### src/sv/icv_pkg.sv
`timescale 1ns / 1ps
// ----------------------------------------------------------------------------
// icv_pkg
// Shared types, register map, status codes and the byte-wide CRC-32 update
// for the image CRC-32 verifier.
// ----------------------------------------------------------------------------
package icv_pkg;

    localparam logic [31:0] CRC_POLY = 32'hEDB8_8320;
    localparam logic [31:0] CRC_INIT = 32'hFFFF_FFFF;
    localparam logic [15:0] ALL16    = 16'hFFFF;

    localparam int unsigned ADDR_W = 5;

    // register indexes (byte address is 4 * index)
    typedef enum logic [2:0] {
        REG_EXPECTED_CRC  = 3'd0,
        REG_HEADER_UID    = 3'd1,
        REG_HEADER_LENGTH = 3'd2,
        REG_HEADER_ROM    = 3'd3,
        REG_HEADER_VER    = 3'd4,
        REG_PART_ID       = 3'd5,
        REG_STACK_ID      = 3'd6,
        REG_BACKUP_MODE   = 3'd7
    } reg_idx_t;

    typedef enum logic [1:0] {
        ST_NORMAL   = 2'd0,
        ST_ABNORMAL = 2'd1,
        ST_UNKNOWN  = 2'd2,
        ST_ERASED   = 2'd3
    } status_t;

    typedef struct packed {
        logic [31:0] expected_crc;
        logic [31:0] header_uid;
        logic [15:0] header_length;
        logic [15:0] header_rom_version;
        logic [15:0] header_version;
        logic [31:0] part_identifier;
        logic [31:0] stack_identifier;
        logic        backup_mode;
    } cfg_t;

    // finished image word handed from the CRC stage to the result stage
    typedef struct packed {
        logic        valid;
        logic [31:0] crc;
    } crc_res_t;

    // reflected CRC-32, one byte, LSB first
    function automatic logic [31:0] crc32_byte(input logic [31:0] crc,
                                               input logic [7:0]  data);
        logic [31:0] c;
        c = crc ^ {24'd0, data};
        for (int k = 0; k < 8; k++)
        begin
            c = c[0] ? ((c >> 1) ^ CRC_POLY) : (c >> 1);
        end
        return c;
    endfunction

endpackage

### src/sv/icv_cfg_regs.sv
`timescale 1ns / 1ps
// ----------------------------------------------------------------------------
// icv_cfg_regs
// APB register file holding expected CRC, header fields, IDs and mode.
// ----------------------------------------------------------------------------
module icv_cfg_regs
    import icv_pkg::*;
(
    input  logic                clk,
    input  logic                rst_n,
    input  logic                psel,
    input  logic                penable,
    input  logic                pwrite,
    input  logic [ADDR_W-1:0]   paddr,
    input  logic [31:0]         pwdata,
    output logic [31:0]         prdata,
    output logic                pready,
    output cfg_t                cfg
);

    cfg_t     cfg_reg;
    cfg_t     cfg_next;
    reg_idx_t idx;
    logic     wr_en;

    assign idx    = reg_idx_t'(paddr[ADDR_W-1:2]);
    assign wr_en  = psel && penable && pwrite;
    assign pready = 1'b1;
    assign cfg    = cfg_reg;

    always_comb
    begin
        cfg_next = cfg_reg;
        if (wr_en)
        begin
            unique case (idx)
                REG_EXPECTED_CRC:  cfg_next.expected_crc       = pwdata;
                REG_HEADER_UID:    cfg_next.header_uid         = pwdata;
                REG_HEADER_LENGTH: cfg_next.header_length      = pwdata[15:0];
                REG_HEADER_ROM:    cfg_next.header_rom_version = pwdata[15:0];
                REG_HEADER_VER:    cfg_next.header_version     = pwdata[15:0];
                REG_PART_ID:       cfg_next.part_identifier    = pwdata;
                REG_STACK_ID:      cfg_next.stack_identifier   = pwdata;
                REG_BACKUP_MODE:   cfg_next.backup_mode        = pwdata[0];
                default:           cfg_next = cfg_reg;
            endcase
        end
    end

    always_comb
    begin
        unique case (idx)
            REG_EXPECTED_CRC:  prdata = cfg_reg.expected_crc;
            REG_HEADER_UID:    prdata = cfg_reg.header_uid;
            REG_HEADER_LENGTH: prdata = {16'd0, cfg_reg.header_length};
            REG_HEADER_ROM:    prdata = {16'd0, cfg_reg.header_rom_version};
            REG_HEADER_VER:    prdata = {16'd0, cfg_reg.header_version};
            REG_PART_ID:       prdata = cfg_reg.part_identifier;
            REG_STACK_ID:      prdata = cfg_reg.stack_identifier;
            REG_BACKUP_MODE:   prdata = {31'd0, cfg_reg.backup_mode};
            default:           prdata = 32'd0;
        endcase
    end

    always_ff @(posedge clk or negedge rst_n)
    begin
        if (!rst_n)
        begin
            cfg_reg <= '0;
        end
        else
        begin
            cfg_reg <= cfg_next;
        end
    end

endmodule

### src/sv/icv_crc_stage.sv
`timescale 1ns / 1ps
// ----------------------------------------------------------------------------
// icv_crc_stage
// Input register and running CRC-32; hands the CRC on at the last byte.
// ----------------------------------------------------------------------------
module icv_crc_stage
    import icv_pkg::*;
(
    input  logic        clk,
    input  logic        rst_n,
    input  logic        in_valid,
    output logic        in_stall,
    input  logic [7:0]  data_byte,
    input  logic        last_byte,
    input  logic        res_full,
    output crc_res_t    res
);

    logic        s1_valid_reg, s1_valid_next;
    logic [7:0]  s1_byte_reg;
    logic        s1_last_reg;
    logic [31:0] running_crc_reg, running_crc_next;
    logic [31:0] crc_upd;
    logic        blocked;
    logic        advance;
    logic        accept;

    assign crc_upd = crc32_byte(running_crc_reg, s1_byte_reg);

    // a last byte waits while the result register is still held
    assign blocked  = s1_valid_reg && s1_last_reg && res_full;
    assign advance  = s1_valid_reg && !blocked;
    assign in_stall = blocked;
    assign accept   = in_valid && !in_stall;

    assign s1_valid_next = blocked || accept;

    always_comb
    begin
        running_crc_next = running_crc_reg;
        if (advance)
        begin
            running_crc_next = s1_last_reg ? CRC_INIT : crc_upd;
        end
    end

    assign res.valid = advance && s1_last_reg;
    assign res.crc   = crc_upd;

    always_ff @(posedge clk or negedge rst_n)
    begin
        if (!rst_n)
        begin
            s1_valid_reg    <= 1'b0;
            running_crc_reg <= CRC_INIT;
        end
        else
        begin
            s1_valid_reg    <= s1_valid_next;
            running_crc_reg <= running_crc_next;
        end
    end

    always_ff @(posedge clk)
    begin
        if (accept)
        begin
            s1_byte_reg <= data_byte;
            s1_last_reg <= last_byte;
        end
    end

endmodule

### src/sv/icv_result_stage.sv
`timescale 1ns / 1ps
// ----------------------------------------------------------------------------
// icv_result_stage
// Judges the section status and holds the result word until it is taken.
// ----------------------------------------------------------------------------
module icv_result_stage
    import icv_pkg::*;
(
    input  logic        clk,
    input  logic        rst_n,
    input  cfg_t        cfg,
    input  crc_res_t    res,
    output logic        res_full,
    output logic        out_valid,
    input  logic        out_stall,
    output logic [1:0]  section_status,
    output logic [31:0] computed_crc
);

    logic        out_valid_reg, out_valid_next;
    status_t     status_reg;
    logic [31:0] crc_reg;
    status_t     status_calc;
    logic        uid_known;

    assign uid_known = (cfg.header_uid == cfg.part_identifier) ||
                       (cfg.header_uid == cfg.stack_identifier);

    always_comb
    begin
        priority if (cfg.backup_mode && (cfg.header_rom_version == ALL16 ||
                                         cfg.header_version == ALL16))
            status_calc = ST_ERASED;
        else if (!uid_known)
            status_calc = ST_UNKNOWN;
        else if (cfg.header_length == ALL16)
            status_calc = ST_ABNORMAL;
        else if (res.crc == cfg.expected_crc)
            status_calc = ST_NORMAL;
        else
            status_calc = ST_ABNORMAL;
    end

    assign res_full       = out_valid_reg && out_stall;
    assign out_valid_next = res.valid || res_full;

    assign out_valid      = out_valid_reg;
    assign section_status = status_reg;
    assign computed_crc   = crc_reg;

    always_ff @(posedge clk or negedge rst_n)
    begin
        if (!rst_n)
        begin
            out_valid_reg <= 1'b0;
        end
        else
        begin
            out_valid_reg <= out_valid_next;
        end
    end

    always_ff @(posedge clk)
    begin
        if (res.valid)
        begin
            status_reg <= status_calc;
            crc_reg    <= res.crc;
        end
    end

endmodule

### src/sv/image_crc32_verifier.sv
`timescale 1ns / 1ps
// ----------------------------------------------------------------------------
// image_crc32_verifier
// Streams image bytes through a reflected CRC-32 and judges the section.
// ----------------------------------------------------------------------------
// Usage:
//   Software loads the header fields over the APB port while the block is
//   idle. Image bytes arrive on the input channel (in_valid/in_stall), one
//   byte per cycle, with last_byte marking the end of the body. Only the
//   last byte produces a word on the output channel (out_valid/out_stall):
//   section_status and the un-inverted CRC over the body.
//   Throughput is one byte per cycle while in_stall is low; the byte-wide
//   CRC update sits between the input and result registers; a last byte
//   goes from the input register to the result register, raising out_valid.
//   While the receiver stalls, the result word holds in its register and
//   non-last bytes keep flowing; a further last byte stalls the input until
//   the result is taken.
//   Reset clears the configuration registers to zero, empties both stages
//   and sets the running CRC to all ones; it returns to all ones after
//   every last byte.
// ----------------------------------------------------------------------------
module image_crc32_verifier
    import icv_pkg::*;
(
    input  logic              clk,
    input  logic              rst_n,
    input  logic              psel,
    input  logic              penable,
    input  logic              pwrite,
    input  logic [ADDR_W-1:0] paddr,
    input  logic [31:0]       pwdata,
    output logic [31:0]       prdata,
    output logic              pready,
    input  logic              in_valid,
    output logic              in_stall,
    input  logic [7:0]        data_byte,
    input  logic              last_byte,
    output logic              out_valid,
    input  logic              out_stall,
    output logic [1:0]        section_status,
    output logic [31:0]       computed_crc
);

    cfg_t     cfg;
    crc_res_t res;
    logic     res_full;

    icv_cfg_regs u_cfg_regs (
        .clk     (clk),
        .rst_n   (rst_n),
        .psel    (psel),
        .penable (penable),
        .pwrite  (pwrite),
        .paddr   (paddr),
        .pwdata  (pwdata),
        .prdata  (prdata),
        .pready  (pready),
        .cfg     (cfg)
    );

    icv_crc_stage u_crc_stage (
        .clk       (clk),
        .rst_n     (rst_n),
        .in_valid  (in_valid),
        .in_stall  (in_stall),
        .data_byte (data_byte),
        .last_byte (last_byte),
        .res_full  (res_full),
        .res       (res)
    );

    icv_result_stage u_result_stage (
        .clk            (clk),
        .rst_n          (rst_n),
        .cfg            (cfg),
        .res            (res),
        .res_full       (res_full),
        .out_valid      (out_valid),
        .out_stall      (out_stall),
        .section_status (section_status),
        .computed_crc   (computed_crc)
    );

`ifndef NO_ASSERTIONS
    // running CRC restarts after every finished image
    a_crc_restart: assert property (@(posedge clk) disable iff (!rst_n)
        res.valid |=> (u_crc_stage.running_crc_reg == CRC_INIT))
        else $error("running CRC not restored after last byte");

    // a new result is only produced into a free or draining result register
    a_no_overwrite: assert property (@(posedge clk) disable iff (!rst_n)
        res.valid |-> !(out_valid && out_stall))
        else $error("result word overwritten while held");

    // input stalls only because a last byte waits on a held result
    a_stall_cause: assert property (@(posedge clk) disable iff (!rst_n)
        in_stall |-> (out_valid && out_stall))
        else $error("input stalled without a held result");

    // a normal status always carries the expected CRC
    a_normal_crc: assert property (@(posedge clk) disable iff (!rst_n)
        (out_valid && section_status == ST_NORMAL) |->
            (computed_crc == cfg.expected_crc))
        else $error("normal status with mismatching CRC");
`endif

endmodule
### config.mk
export PLATFORM = sky130hd
export DESIGN_NAME = image_crc32_verifier
export DESIGN_NICKNAME = d
export VERILOG_FILES = /design/src/sv/icv_pkg.sv /design/src/sv/icv_cfg_regs.sv /design/src/sv/icv_crc_stage.sv /design/src/sv/icv_result_stage.sv /design/src/sv/image_crc32_verifier.sv
export SDC_FILE = /design/constraint.sdc
export NUM_CORES = 1
export LEC_CHECK = 0
export BUFFER_PORTS_ARGS = -buffer_cell sky130_fd_sc_hd__buf_4
export CORE_UTILIZATION = 41
export CTS_BUF_LIST = sky130_fd_sc_hd__clkbuf_2 sky130_fd_sc_hd__clkbuf_4 sky130_fd_sc_hd__clkbuf_8
export CTS_CLUSTER_SIZE = 28
export DETAILED_ROUTE_END_ITERATION = 12
export PLACE_DENSITY_LB_ADDON = 0.12
export SKIP_LAST_GASP = 1
export SYNTH_ARGS = -nofsm -noshare
export SYNTH_HDL_FRONTEND = slang
export SYNTH_SLANG_ARGS = --single-unit
### constraint.sdc
create_clock -name clk -period 4 [get_ports clk]
set_input_delay 0.8 -clock clk [delete_from_list [all_inputs] [get_ports clk]]
set_output_delay 0.8 -clock clk [all_outputs]
set_load 0.01 [all_outputs]
==> impl_metrics.yaml <==
floorplan:
  ios: 122
  die-area_um2: 31930
  start_util_pct: 41.73
  floorplan.rows: 64
  die_y_um: 178.7
  floorplan.core_area_um2: 30670
  die_x_um: 178.7
yosys:
  yosysSeqAreaShare_pct: 51.66
  synth_area_leader_cell: "dfrtp_1"
  avgSynthCellArea_um2: 13.06
  synth.top_cell.area_share_pct: 35.00
  synth.distinct_cells: 49
  yosys-top-cells-area: "dfrtp_1 (35%), mux2_2 (15%), edfxtp_1 (10%)"
  ys_seq_elements: 254
  syn-cell-area_um2: 12800
  synthesis.instances: 980
  yosys_warnings: 0
  synth_edf_count: 43
  synth_ff_type: "dfrtp_1"
  syn_nets: 1033
  synth-async-reset-ratio_pct: 83.07
place:
  post-place-ws_ns: 0.5823
  gp_congestion: 0.8611
  portBuffers: 118
  dpl.hpwl_um: 26070
grt:
  grt_max_degree: 109
  antenna_found_initial: 0
  grt_overflow: 0
  grt_usage_pct: 23.76
  grt_pass1_vias: 8564
  grt_pass1_wl_um: 54960
clock_network:
  ctsRootBufferMaster: "clkbuf_8"
  cts_buffer_depth: 3
  clk_latency_ns: 0.56
  cts_tree: "done"
  ctsHoldBuffers: 0
  cts_sinks: 254
  clk_pin_slew_worst_paths_ns: 0.06
  htreeDepth: 2
  cts-buffers-inserted: 45
  cts_resized: 0
  cts_setup_buffers: 0
timing:
  tightestPinTransition_ns: 1.197
  max-slew-margin-rel_pct: 20.21
  setup_viol: 0
  finClkSkew_ns: 0.02206
  period_share_pct: 85.14
  final-hold-violation-count: 0
  setup_slack_ns: 0.5945
  finalMaxSlewViolations: 0
  min_period_ns: 3.405
  tns_ns: 0
  rsz0062_at_grt: "false"
  fmax_mhz: 293.6
worst_setup_path:
  worstPathMaxFanout: 31
  critical_path_arrival_ns: 2.61
  start_kind: "input pin"
  critPathRequiredTime_ns: 3.20
  r2r_slack_ns: 0.71
  r2r-end: "u_result_stage.section_status[0]$_SDFFCE_PP1P_"
  r2r_cells: 6
  r2r_start: "u_crc_stage.s1_byte_reg[4]$_DFFE_PP_"
  cp-end-kind: "primary output"
  crit_type: "input pin to primary output"
route:
  drt_iter0_drc: 562
  postRouteAntennaNets: 0
  wl_um: 36980
  drc: 0
  vias: 8527
  first_pass_iters: 5
  wl_per_cell_um: 23.78
  viasPerCell: 5.484
finish:
  area_growth_pct: 19.06
  final_layout_size_suffix_gt1_share_pct: 40.55
  largest_reg_flops: 177
  fillCellCount: 2784
  final_nets: 1177
  antennaDiodeCount: 0
hold_path:
  hp-class: "input pin to async pin"
power:
  power_frac_seq_pct: 36.3
  p_switching_mw: 4.241
  powerDensity_nw_per_um2: 755.1
  p_leak_nw: 6.715
  p_comb_share_pct: 42.1
  power_switching_share_pct: 36.86
  internal_power_mw: 7.266
  p_clk_share_pct: 21.7
  irDropWorstVdd_mv: 0.4032
run:
  max_cap_violations: 0
outcome:
  status: "complete, no violations"
cell families (layout without fill, tap and decap cells):
logic type | count (synthesis) | count (layout) | synth area share (%)
buf+inv | 60 | 239 | 1.789
other cells | 1 | 1 | 0.02930
simple gates | 147 | 147 | 5.699
compound gates | 128 | 128 | 7.420
flops | 254 | 254 | 51.66
xor+xnor | 169 | 169 | 14.13
mux | 221 | 221 | 19.28
cell usage after synthesis, drive strengths merged (8+ instances only):
master / count
a21oi: 24
a22o: 18
buf: 8
clkbuf: 40
dfrtp: 179
dfstp: 32
edfxtp: 43
inv: 12
mux2: 174
mux2i: 44
nand2: 43
nand4: 20
nor2: 29
nor3: 8
nor4: 20
o211ai: 14
o21ai: 23
o221a: 12
o22a: 27
xnor2: 68
xnor3: 10
xor2: 91
critical path, stage by stage:
cell and delay [ns]:
buf_4 0.43, inv_1 0.22, nor2_1 0.13, buf_4 0.31, a22o_1 0.19, nand2_1 0.07
o21ai_0 0.10, o22a_1 0.20, buf_4 0.14
cell usage in the layout (no fill, tap or decap), types with 3 or more instances in the layout:
cell type / instances
a21oi_1: 24
a22o_1: 18
and3_1: 4
buf_12: 5
buf_4: 139
clkbuf_4: 18
clkbuf_8: 53
clkinv_1: 6
clkinv_2: 4
dfrtp_1: 179
dfstp_2: 32
edfxtp_1: 43
inv_1: 12
mux2_2: 174
mux2i_1: 44
mux4_2: 3
nand2_1: 43
nand2b_1: 4
nand3_1: 5
nand4_1: 20
nor2_1: 25
nor2_4: 3
nor2b_1: 3
nor3_1: 5
nor3_2: 3
nor4_1: 20
o211ai_1: 14
o21ai_0: 23
o221a_2: 12
o22a_1: 26
o22ai_1: 3
or3_1: 3
xnor2_1: 56
xnor2_2: 5
xnor2_4: 7
xnor3_1: 8
xor2_1: 90
area by class of cell:
| cell class | instances | area [µm²] | share of cell area (%) |
|---|---|---|---|
| sequential | 254 | 6611 | 43.39 |
| multi-input combinational | 666 | 5998 | 39.36 |
| timing repair buffer | 145 | 1157 | 7.595 |
| clock buffer | 70 | 850.8 | 5.583 |
| tap | 396 | 495.5 | 3.251 |
| clock inverter | 12 | 80.08 | 0.5255 |
| inverter | 12 | 45.04 | 0.2956 |
through the flow:
stage | area (µm²) | util (%) | power (mW) | cells | hold slack (ns)
6_report | 15240 | 49.69 | 11.51 | 1555 | 0.3486
4_1_cts | 15240 | 49.69 | 11.61 | 1555 | 0.3915
3_5_place_dp | 14310 | 46.65 | 9.071 | 1473 | 0.5002
5_1_grt | 15240 | 49.69 | 12.14 | 1555 | 0.3869
3_3_place_gp | 14310 | 46.65 | 9.010 | 1473 | 0.4966
2_1_floorplan | 12800 | - | 7.327 | 980 | 0.4878
worst max-delay path by stage:
stage / endpoint / depth (start not counted) / start / slack (ns)
after floorplan: prdata[16] / 6 / paddr[2] / 0.52
final: prdata[1] / 9 / paddr[2] / 0.59
after global routing: prdata[1] / 9 / paddr[2] / 0.44
after CTS: prdata[1] / 9 / paddr[2] / 0.57
after detailed placement: prdata[1] / 9 / paddr[2] / 0.58
after global placement: prdata[1] / 9 / paddr[2] / 0.59
power groups by stage:
stage | sequential, mW | combinational [mW] | clock [mW]
2_1_floorplan | 4.11 | 3.21 | 0
3_3_place_gp | 4.20 | 4.81 | 0
3_5_place_dp | 4.22 | 4.85 | 0
4_1_cts | 4.18 | 4.88 | 2.55
5_1_grt | 4.26 | 5.20 | 2.67
6_report | 4.17 | 4.84 | 2.49
routing by layer:
layer,up-vias,track usage (%),wire [µm]
met3,75,3.880,1752
met1,4338,32.57,16360
met5,-,0,0
li1,3875,-,-
met4,0,8.969,1293
met2,239,37.76,17580
(Power assumes the default switching activity.)
